==> config.mk <==
export PLATFORM = sky130hd
export DESIGN_NAME = owned_key_slot_table_core
export DESIGN_NICKNAME = d
export VERILOG_FILES = /design/src/okst_pkg.sv /design/src/owned_key_slot_table_core.sv /design/src/okst_ctrl.sv /design/src/okst_datapath.sv
export SDC_FILE = /design/constraint.sdc
export NUM_CORES = 1
export LEC_CHECK = 0
export BUFFER_PORTS_ARGS = -buffer_cell sky130_fd_sc_hd__buf_4
export CAP_MARGIN = 25
export CORE_MARGIN = 2
export CORE_UTILIZATION = 40
export DETAILED_ROUTE_END_ITERATION = 8
export PLACE_DENSITY = 0.66
export SLEW_MARGIN = 10
export SYNTH_ARGS = -nofsm -noshare
export SYNTH_HDL_FRONTEND = slang
export SYNTH_SLANG_ARGS = --single-unit
==> constraint.sdc <==
create_clock -name i_clk -period 19.9 [get_ports i_clk]
set_input_delay 0.995 -clock i_clk [delete_from_list [all_inputs] [get_ports i_clk]]
set_output_delay 0.995 -clock i_clk [all_outputs]
set_load 0.02 [all_outputs]
==> src/okst_pkg.sv <==
// Package for the owned key slot table: table size, request and status codes,
// request/response payload structs and the controller/datapath interface structs.
// No dependencies.
package okst_pkg;

    // Number of slots, slot 0 included (slot 0 is reserved and never filled).
    localparam int TABLE_SLOTS = 16;
    localparam int SLOT_W      = $clog2(TABLE_SLOTS);
    localparam logic [SLOT_W-1:0] FIRST_SLOT = SLOT_W'(1);
    localparam logic [SLOT_W-1:0] LAST_SLOT  = SLOT_W'(TABLE_SLOTS - 1);

    // Widths fixed by the request and response fields.
    localparam int REQ_W    = 3;
    localparam int KEY_W    = 32;
    localparam int STATUS_W = 2;
    localparam int IDX_W    = 4;
    localparam int CNT_W    = 4;
    localparam logic [CNT_W-1:0] CNT_MAX = '1;

    // Request codes.
    localparam logic [REQ_W-1:0] REQ_CREATE       = 3'd0;
    localparam logic [REQ_W-1:0] REQ_OWNER_OF_KEY = 3'd1;
    localparam logic [REQ_W-1:0] REQ_KEY_OF_OWNER = 3'd2;
    localparam logic [REQ_W-1:0] REQ_CHECK_OWNER  = 3'd3;
    localparam logic [REQ_W-1:0] REQ_DEL_BY_OWNER = 3'd4;
    localparam logic [REQ_W-1:0] REQ_DEL_BY_KEY   = 3'd5;

    // Status codes.
    localparam logic [STATUS_W-1:0] STS_OK        = 2'd0;
    localparam logic [STATUS_W-1:0] STS_OWNED     = 2'd1;
    localparam logic [STATUS_W-1:0] STS_FULL      = 2'd2;
    localparam logic [STATUS_W-1:0] STS_NOT_FOUND = 2'd3;

    typedef struct packed {
        logic [REQ_W-1:0] req_type;
        logic [KEY_W-1:0] room_key;
        logic [KEY_W-1:0] client_ident;
    } t_req;

    typedef struct packed {
        logic [STATUS_W-1:0] status;
        logic [IDX_W-1:0]    slot_index;
        logic [KEY_W-1:0]    found_value;
        logic [CNT_W-1:0]    cleared_count;
    } t_rsp;

    // One stored slot: key and owner.
    typedef struct packed {
        logic [KEY_W-1:0] key;
        logic [KEY_W-1:0] owner;
    } t_entry;

    typedef enum logic [1:0] {
        ST_IDLE,
        ST_SCAN,
        ST_DONE
    } t_state;

    // Commands from the controller to the datapath.
    typedef struct packed {
        logic load;    // latch a new request and restart the scan
        logic step;    // advance the scan by one slot
        logic finish;  // commit any create write and load the response
    } t_ctl_cmd;

    // Status from the datapath to the controller.
    typedef struct packed {
        logic scan_done;  // last slot is being evaluated this cycle
        logic out_free;   // response register can take a new response
    } t_dp_stat;

endpackage

==> src/owned_key_slot_table_core.sv <==
// Owned key slot table: a request is accepted, slots 1 to TABLE_SLOTS-1 are scanned
// in order through a registered memory read, and one response is returned.
// A new request is taken only after the previous one has been committed to the
// response register; the scan itself evaluates one slot per cycle.
// Reset (synchronous, active low) clears every slot's valid flag and empties the
// response register; the table is usable as soon as reset is released.
module owned_key_slot_table_core
    import okst_pkg::*;
(
    input  logic i_clk,
    input  logic i_rst_n,
    input  logic i_valid,
    output logic o_stall,
    input  t_req i_req,
    output logic o_valid,
    input  logic i_stall,
    output t_rsp o_rsp
);

    // The controller sequences each request through three phases: it takes the
    // request while idle, steps the datapath through the slot scan, and then waits
    // until the response register is free before committing the result. A response
    // that is still waiting downstream does not block the next request from being
    // accepted; it only delays that request's final commit.
    t_ctl_cmd cmd;
    t_dp_stat stat;

    okst_ctrl u_ctrl (
        .i_clk   (i_clk),
        .i_rst_n (i_rst_n),
        .i_valid (i_valid),
        .o_stall (o_stall),
        .i_stat  (stat),
        .o_cmd   (cmd)
    );

    // The datapath holds the slot memory (key and owner per slot), the per-slot
    // valid flags, the first-match and first-free trackers, and the response
    // register. Deletes clear valid flags during the scan; a create writes its slot
    // only at commit, once the whole table has been checked for an owned key.
    okst_datapath u_dp (
        .i_clk   (i_clk),
        .i_rst_n (i_rst_n),
        .i_req   (i_req),
        .i_cmd   (cmd),
        .o_stat  (stat),
        .o_valid (o_valid),
        .i_stall (i_stall),
        .o_rsp   (o_rsp)
    );

endmodule

==> src/okst_ctrl.sv <==
// Controller of the owned key slot table: idle / scan / done sequencing.
// Depends on okst_pkg.
module okst_ctrl
    import okst_pkg::*;
(
    input  logic     i_clk,
    input  logic     i_rst_n,
    input  logic     i_valid,
    output logic     o_stall,
    input  t_dp_stat i_stat,
    output t_ctl_cmd o_cmd
);

    t_state r_state;
    t_state n_state;

    always_ff @(posedge i_clk) begin
        if (!i_rst_n) begin
            r_state <= ST_IDLE;
        end else begin
            r_state <= n_state;
        end
    end

    always_comb begin
        n_state = r_state;
        unique case (r_state)
            ST_IDLE: begin
                if (i_valid) n_state = ST_SCAN;
            end
            ST_SCAN: begin
                if (i_stat.scan_done) n_state = ST_DONE;
            end
            ST_DONE: begin
                if (i_stat.out_free) n_state = ST_IDLE;
            end
            default: n_state = ST_IDLE;
        endcase
    end

    always_comb begin
        o_stall      = 1'b1;
        o_cmd.load   = 1'b0;
        o_cmd.step   = 1'b0;
        o_cmd.finish = 1'b0;
        unique case (r_state)
            ST_IDLE: begin
                o_stall    = 1'b0;
                o_cmd.load = i_valid;
            end
            ST_SCAN: begin
                o_cmd.step = 1'b1;
            end
            ST_DONE: begin
                o_cmd.finish = i_stat.out_free;
            end
            default: begin
                o_stall = 1'b1;
            end
        endcase
    end

endmodule

==> src/okst_datapath.sv <==
// Datapath of the owned key slot table: slot memory, valid flags, scan
// evaluation, match accumulation and the response register. Depends on okst_pkg.
module okst_datapath
    import okst_pkg::*;
(
    input  logic     i_clk,
    input  logic     i_rst_n,
    input  t_req     i_req,
    input  t_ctl_cmd i_cmd,
    output t_dp_stat o_stat,
    output logic     o_valid,
    input  logic     i_stall,
    output t_rsp     o_rsp
);

    // Key and owner storage; meaningful only where the valid flag is set.
    t_entry r_mem [TABLE_SLOTS];
    logic [TABLE_SLOTS-1:0] r_valid;

    t_req              r_req;
    logic [SLOT_W-1:0] r_addr;
    logic              r_issue;
    logic              r_rd_pend;
    logic [SLOT_W-1:0] r_rd_idx;
    t_entry            r_rd_ent;

    // Accumulated scan results.
    logic              r_hit;
    logic [SLOT_W-1:0] r_hit_idx;
    logic [KEY_W-1:0]  r_hit_val;
    logic              r_free;
    logic [SLOT_W-1:0] r_free_idx;
    logic [CNT_W-1:0]  r_cnt;

    logic              r_out_vld;
    t_rsp              r_out;

    logic             ev;
    logic             slot_v;
    logic             key_eq;
    logic             own_eq;
    logic             match;
    logic [KEY_W-1:0] match_val;
    logic             first;
    logic             do_clear;
    logic             create_ok;
    t_rsp             rsp;

    // Evaluation of the slot whose contents arrived from memory this cycle.
    always_comb begin
        ev        = i_cmd.step && r_rd_pend;
        slot_v    = r_valid[r_rd_idx];
        key_eq    = (r_rd_ent.key == r_req.room_key);
        own_eq    = (r_rd_ent.owner == r_req.client_ident);
        match     = 1'b0;
        match_val = r_rd_ent.owner;
        unique case (r_req.req_type)
            REQ_CREATE, REQ_OWNER_OF_KEY: begin
                match     = slot_v && key_eq;
                match_val = r_rd_ent.owner;
            end
            REQ_KEY_OF_OWNER: begin
                match     = slot_v && own_eq;
                match_val = r_rd_ent.key;
            end
            REQ_CHECK_OWNER: begin
                match     = slot_v && own_eq && key_eq;
                match_val = r_rd_ent.key;
            end
            REQ_DEL_BY_OWNER: begin
                match = slot_v && own_eq && (r_req.client_ident != '0);
            end
            REQ_DEL_BY_KEY: begin
                match = slot_v && key_eq;
            end
            default: match = 1'b0;
        endcase
        first    = ev && match && !r_hit;
        do_clear = ev && (((r_req.req_type == REQ_DEL_BY_OWNER) && match) ||
                          ((r_req.req_type == REQ_DEL_BY_KEY) && first));
    end

    // Response built from the accumulated scan results.
    always_comb begin
        create_ok         = 1'b0;
        rsp.status        = STS_NOT_FOUND;
        rsp.slot_index    = '0;
        rsp.found_value   = '0;
        rsp.cleared_count = '0;
        unique case (r_req.req_type)
            REQ_CREATE: begin
                if (r_hit && (r_hit_val != '0)) begin
                    rsp.status = STS_OWNED;
                end else if (r_free) begin
                    create_ok      = 1'b1;
                    rsp.status     = STS_OK;
                    rsp.slot_index = IDX_W'(r_free_idx);
                end else begin
                    rsp.status = STS_FULL;
                end
            end
            REQ_OWNER_OF_KEY, REQ_KEY_OF_OWNER, REQ_CHECK_OWNER: begin
                if (r_hit) begin
                    rsp.status      = STS_OK;
                    rsp.slot_index  = IDX_W'(r_hit_idx);
                    rsp.found_value = r_hit_val;
                end
            end
            REQ_DEL_BY_OWNER, REQ_DEL_BY_KEY: begin
                if (r_hit) begin
                    rsp.status        = STS_OK;
                    rsp.slot_index    = IDX_W'(r_hit_idx);
                    rsp.cleared_count = r_cnt;
                end
            end
            default: rsp.status = STS_NOT_FOUND;
        endcase
    end

    // Scan address sequencing and registered memory read.
    always_ff @(posedge i_clk) begin
        if (!i_rst_n) begin
            r_addr    <= FIRST_SLOT;
            r_issue   <= 1'b0;
            r_rd_pend <= 1'b0;
        end else if (i_cmd.load) begin
            r_addr    <= FIRST_SLOT;
            r_issue   <= 1'b1;
            r_rd_pend <= 1'b0;
        end else if (i_cmd.step) begin
            r_rd_pend <= r_issue;
            if (r_issue) begin
                if (r_addr == LAST_SLOT) begin
                    r_issue <= 1'b0;
                end else begin
                    r_addr <= r_addr + SLOT_W'(1);
                end
            end
        end
    end

    always_ff @(posedge i_clk) begin
        if (i_cmd.load) begin
            r_req <= i_req;
        end
        if (i_cmd.step && r_issue) begin
            r_rd_ent <= r_mem[r_addr];
            r_rd_idx <= r_addr;
        end
        if (i_cmd.finish && create_ok) begin
            r_mem[r_free_idx] <= '{key: r_req.room_key, owner: r_req.client_ident};
        end
    end

    always_ff @(posedge i_clk) begin
        if (!i_rst_n) begin
            r_valid <= '0;
        end else if (do_clear) begin
            r_valid[r_rd_idx] <= 1'b0;
        end else if (i_cmd.finish && create_ok) begin
            r_valid[r_free_idx] <= 1'b1;
        end
    end

    // Match accumulators.
    always_ff @(posedge i_clk) begin
        if (i_cmd.load) begin
            r_hit  <= 1'b0;
            r_free <= 1'b0;
            r_cnt  <= '0;
        end else begin
            if (first) begin
                r_hit     <= 1'b1;
                r_hit_idx <= r_rd_idx;
                r_hit_val <= match_val;
            end
            if (ev && !slot_v && !r_free) begin
                r_free     <= 1'b1;
                r_free_idx <= r_rd_idx;
            end
            if (do_clear && (r_cnt != CNT_MAX)) begin
                r_cnt <= r_cnt + CNT_W'(1);
            end
        end
    end

    // Response register.
    always_ff @(posedge i_clk) begin
        if (!i_rst_n) begin
            r_out_vld <= 1'b0;
        end else if (i_cmd.finish) begin
            r_out_vld <= 1'b1;
        end else if (!i_stall) begin
            r_out_vld <= 1'b0;
        end
    end

    always_ff @(posedge i_clk) begin
        if (i_cmd.finish) begin
            r_out <= rsp;
        end
    end

    assign o_stat.scan_done = ev && (r_rd_idx == LAST_SLOT);
    assign o_stat.out_free  = !r_out_vld || !i_stall;
    assign o_valid          = r_out_vld;
    assign o_rsp            = r_out;

    a_slot0_never_valid : assert property (@(posedge i_clk) disable iff (!i_rst_n)
        !r_valid[0])
        else $error("reserved slot 0 became valid");

    a_read_not_slot0 : assert property (@(posedge i_clk) disable iff (!i_rst_n)
        r_rd_pend |-> (r_rd_idx != '0))
        else $error("scan evaluated the reserved slot");

    a_issue_addr : assert property (@(posedge i_clk) disable iff (!i_rst_n)
        r_issue |-> (r_addr != '0))
        else $error("scan address points at the reserved slot");

    a_finish_gives_rsp : assert property (@(posedge i_clk) disable iff (!i_rst_n)
        i_cmd.finish |=> r_out_vld)
        else $error("finished request produced no response");

endmodule

Word-level counts from Yosys, hierarchy flattened
Memory sizes are Yosys's and may differ from the RTL's. A register that Yosys moved wholly into a read port is not among the register bits.
Cells that the tools add are included.
W data, S select, Z words.
Storage, ports and cells
  logic and storage cells: 129
  RAM bits: 1024
  memories: 1
  output and inout port bits: 44
  bits of input ports: 71
  register bits after elaboration: 184
Memory list
  u_dp.r_mem: words 16, bits a word 64, rd ports 1, clocked after Yosys merged registers in 1, write ports 1, line okst_datapath.sv:17  | t_entry r_mem [TABLE_SLOTS];
Operators by class
  reduce and logical (&&, ||, !) cells: 43
  bitwise operators: 6
  add/subtract/negate cells: 2
  $lt $le $gt $ge: 4
  muxes and demuxes: 37
  equal/unequal tests: 16
Operators with widths (number)
  $eq A32 B32 Y1: 2
  $reduce_bool A32 Y1: 2
  $mux W38: 1
  $mux W16: 2
  $mux W32: 1
  $logic_and A1 B1 Y1: 19
  $mux W1: 18
  $and A16 B16 Y16: 1
  $not A16 Y16: 1
  $or A16 B16 Y16: 1
  $pmux W2 S3: 2
  $pmux W4 S3: 1
  $lt A4 B5 Y1 const B: 2
  $mux W2: 5
  $add A4 B1 Y4 const B: 2
  $demux W1 S4: 2
  $eq A4 B4 Y1 const B: 2
  $ge A4 B1 Y1 const B: 2
  $mux W4: 2
  $reduce_and A2 Y1: 4
  $eq A3 B2 Y1 const B: 2
  $eq A3 B3 Y1 const B: 2
  $mux W6: 1
  $reduce_and A3 Y1: 2
  16 further kinds: 29

Depth between registers and ports, before layout
  depth in word-level cells: 11
  mapped depth: 9
  gate-level depth less buffers: 7

Hierarchy
Synthesis repeated with hierarchy kept, for this count alone.
Second synthesis, totals
  cell total of the unflattened synthesis: 2042
  area, all modules: 48101.1 µm²
By module, submodules not included
  okst_datapath: instances 1, area an instance 47977.3 µm², cells an instance 2028, sequential area each 37846.3 µm²
  okst_ctrl: instances 1, area an instance 123.9 µm², cells an instance 14, sequential area each 40.0 µm²

Worst setup path before layout
Ideal clock, no wire load.
  path type: input port to flip-flop
  from: input port i_stall
  to: register u_dp.r_valid[11]
  path buffers: 0
  data required time: 19.806 ns
  data arrival time: 10.409 ns
  slack: 9.397 ns
  stages: 5
  library setup time: 0.094 ns
  cells stage by stage: a21oi_1 nand4_1 nor4_1 o21ai_0 a21oi_1
On the way
  longest elaborated chain between the ends: 5
RTL lines
  start: declaration: line owned_key_slot_table_core.sv:16  | input logic i_stall,
  $logic_not A1 Y1
  $logic_or A1 B1 Y1: line okst_datapath.sv:205  | assign o_stat.out_free = !r_out_vld || !i_stall;
  $mux W1: line okst_ctrl.sv:46  | unique case (r_state)
  $logic_and A1 B1 Y1: line okst_datapath.sv:160  | end else if (i_cmd.finish && create_ok) begin
  $reduce_bool A2 Y1 (no line)
  end signal: assignment: line okst_datapath.sv:157  | r_valid <= '0;
  end signal: indexed assignment: line okst_datapath.sv:159  | r_valid[r_rd_idx] <= 1'b0;
  end signal: indexed assignment: line okst_datapath.sv:161  | r_valid[r_free_idx] <= 1'b1;
  end: declaration: line okst_datapath.sv:18  | logic [TABLE_SLOTS-1:0] r_valid;
Every way passes these cells.
A chain may end at the register's enable or synchronous reset.

==> flow_summary.toml <==
[placed_design]
gp_congestion = 0.793
dp.final_hpwl_um = 65600
port_buffers = 114

[hold_path]
hold_class = "in2reg"
whs_path_depth = 1

[die]
core_um2 = 119000
dieArea_um2 = 123000
start_util = 0.402
fp.dieH_um = 351
row_count = 127
die_w_um = 351
io_pins = 115

[cts]
holdBufCountCts = 0
htreeDepth = 4
post_cts_buffers = 0
clock_path_buffers = 3
ctsResizeCount = 0
clk_pin_slew_ns = 0.06
root_buffer = "clkbuf_16"
numCtsBuffers = 132
cts_tree = "done"
cts_num_sinks = 1272
insertion_delay_ns = 0.74

[power_and_ir_drop]
irDropWorstVdd_mv = 0.0891
power_density_nw_per_um2 = 98.6
p_leak_nw = 17.0

[routing]
vias_per_cell = 5.66
drt_wl_total_um = 114000
post_drt_wl_per_cell_um = 28.6
ant_nets = 0
vias = 22500
dr.pass1.iters = 8
drc = 0
dr.first_iter.drc_count = 2841

[synth]
synthCells = 2053
synth_fp_nets = 2126
synth_cell_type_count = 48
avgSynthCellArea_um2 = 23.4
yosysSeqAreaShare = 0.789
synth_top_area_frac = 0.776
async_flop_share = 0
ys_ff_latch = 1272
synthFlopType = "edfxtp_1"
synthTopCellsByCount = "edfxtp_1 (1241), mux4_2 (322), clkbuf_1 (64)"
synth_edf_count = 1241
synth_area_leaders = "edfxtp_1 (78%), mux4_2 (15%), dfxtp_1 (1.3%)"
yosysMostFrequentCell = "edfxtp_1"
synth.yosys.warnings = 0
syn-cell-area_um2 = 48000
yosysTopAreaCell = "edfxtp_1"

[timing]
min_period_ns = 4.43
hold_ws_ns = 0.436
max_freq_mhz = 226
fin_crit_sh = 0.222
maxSlewHeadroom = 0.313
slew_viol_final = 0
setup_tns_ns = 0
finClkSkew_ns = 0.0286
tightest_slew_ns = 1.03
rsz0062_at_grt = "false"
hold_viol_final = 0
setup_violations = 0

[cells_and_area]
finalNetCount = 2335
drive_gt1_frac = 0.312
area_delta_synth_final_pct = 15.3

[run_status]
outcome = "completed"

[worst_setup_path]
path_max_fanout = 65
reg2reg_depth = 5
slowest_delay_ns = 0.88
worstSetupEndpointType = "flop"
cp_common_cell = "buf_4"
worst-endpoint-required_ns = 20.37
cp_cell_sequence = "buf_4 -> buf_4 -> buf_4 -> mux4_2 -> mux4_2"
cp-start-kind = "flop"
worstSetupPathType = "reg2reg"
critPathArrivalTime_ns = 4.89
critPathSlowestCell = "buf_4"

[grt]
overflow = 0
grt_max_degree = 66
grtUsageTotal = 0.187
antenna_found_initial = 6
grt_pass1_vias = 23100
grt_pass1_wl_um = 164000

[job]
maxCapViolCount = 0
## cell families after synthesis
| kind of cell | share of synthesized area |
|---|---|
| xor gates and xnor gates | 0.0122 |
| muxes | 0.160 |
| and+or+nand+nor | 0.0233 |
| AOI/OAI and AO/OA | 0.00695 |
| buffers and inverters | 0.00820 |
| DFF | 0.789 |
| adders and majority gates | 0.000521 |
## per-stage QoR
stage / instance area [um^2] / total power, mW / util / cells / worst slack, ns
after floorplan: 48000 / 3.11 / - / 2053 / 9.40
after global placement: 51100 / 3.17 / 0.427 / 3730 / 15.19
after detailed placement: 51200 / 3.17 / 0.428 / 3734 / 15.12
after CTS: 55200 / 5.51 / 0.462 / 3966 / 15.45
after global routing: 55400 / 5.62 / 0.463 / 3972 / 15.15
final: 55400 / 5.46 / 0.463 / 3973 / 15.47
## state kept, by name, summed over array words and instances (netlist names), 4 cells and up
name,flops
u_dp.r_mem,1024
u_dp.r_req,67
u_dp.r_rd_ent,64
u_dp.o_rsp,42
u_dp.r_hit_val,32
u_dp.r_valid,16
u_dp.r_addr,4
u_dp.r_cnt,4
u_dp.r_free_idx,4
u_dp.r_hit_idx,4
u_dp.r_rd_idx,4
## metal layers
layer,track usage,part of all wire,up-vias,wire [um]
li1,-,-,9154,-
met1,0.257,0.40,12000,45100
met2,0.306,0.49,1100,56100
met3,0.0359,0.085,185,9690
met4,0.0531,0.023,2,2670
met5,0,0.00013,-,15
## power by group
group	switching, mW	leakage, nW	internal, mW
Sequential	0.0443	11.4	2.95
Combinational	0.0588	3.62	0.0581
Clock	1.01	2.00	1.34
## area by class of cell
cell class              instances  area, um^2
inverters                       6        26.3
fillers                      9772       64100
diodes                          1        2.50
multi-input cells             679        9920
flip-flops and latches       1272       37900
clock buffers                 155        3430
clock inverters                77         649
repair buffers                171        1440
well taps                    1612        2020
## critical path: cells and delay by family (launching register included)
kind                   cells  cell delay (ns)
buffers and inverters      3             2.47
muxes                      2             0.94
DFF                        1             0.59
## placed cells by master, fill, tap and decap left out, types with 4 or more instances in the layout
master,instances
dfxtp_1,27
inv_6,8
nor4_1,34
xor2_1,6
nand3_1,10
xnor2_1,61
and3_1,6
buf_6,5
clkinv_2,18
mux4_2,322
clkbuf_16,134
nor2b_1,7
o22ai_1,15
nand4_1,23
clkbuf_1,21
a22o_1,4
buf_4,157
mux2_2,32
clkinv_1,33
dfxtp_4,4
nand2_1,36
inv_1,4
edfxtp_1,1241
and2_1,34
buf_12,6
o21ai_0,7
bufinv_16,8
nor2_1,15
a21oi_1,6
nand2b_1,5
nor2_4,15
clkinv_4,4
## final timing paths
check	start	endpoint	slack [ns]
max	u_dp.r_addr[1]	u_dp.r_rd_ent[24]	15.47
max reg2reg	u_dp.r_addr[1]	u_dp.r_rd_ent[24]	15.47
min	i_req[39]	u_dp.r_req[39]	0.44
min reg2reg	u_dp.r_valid[6]	u_dp.r_valid[6]	0.47
No activity file was read; power rests on OpenSTA's default activity.
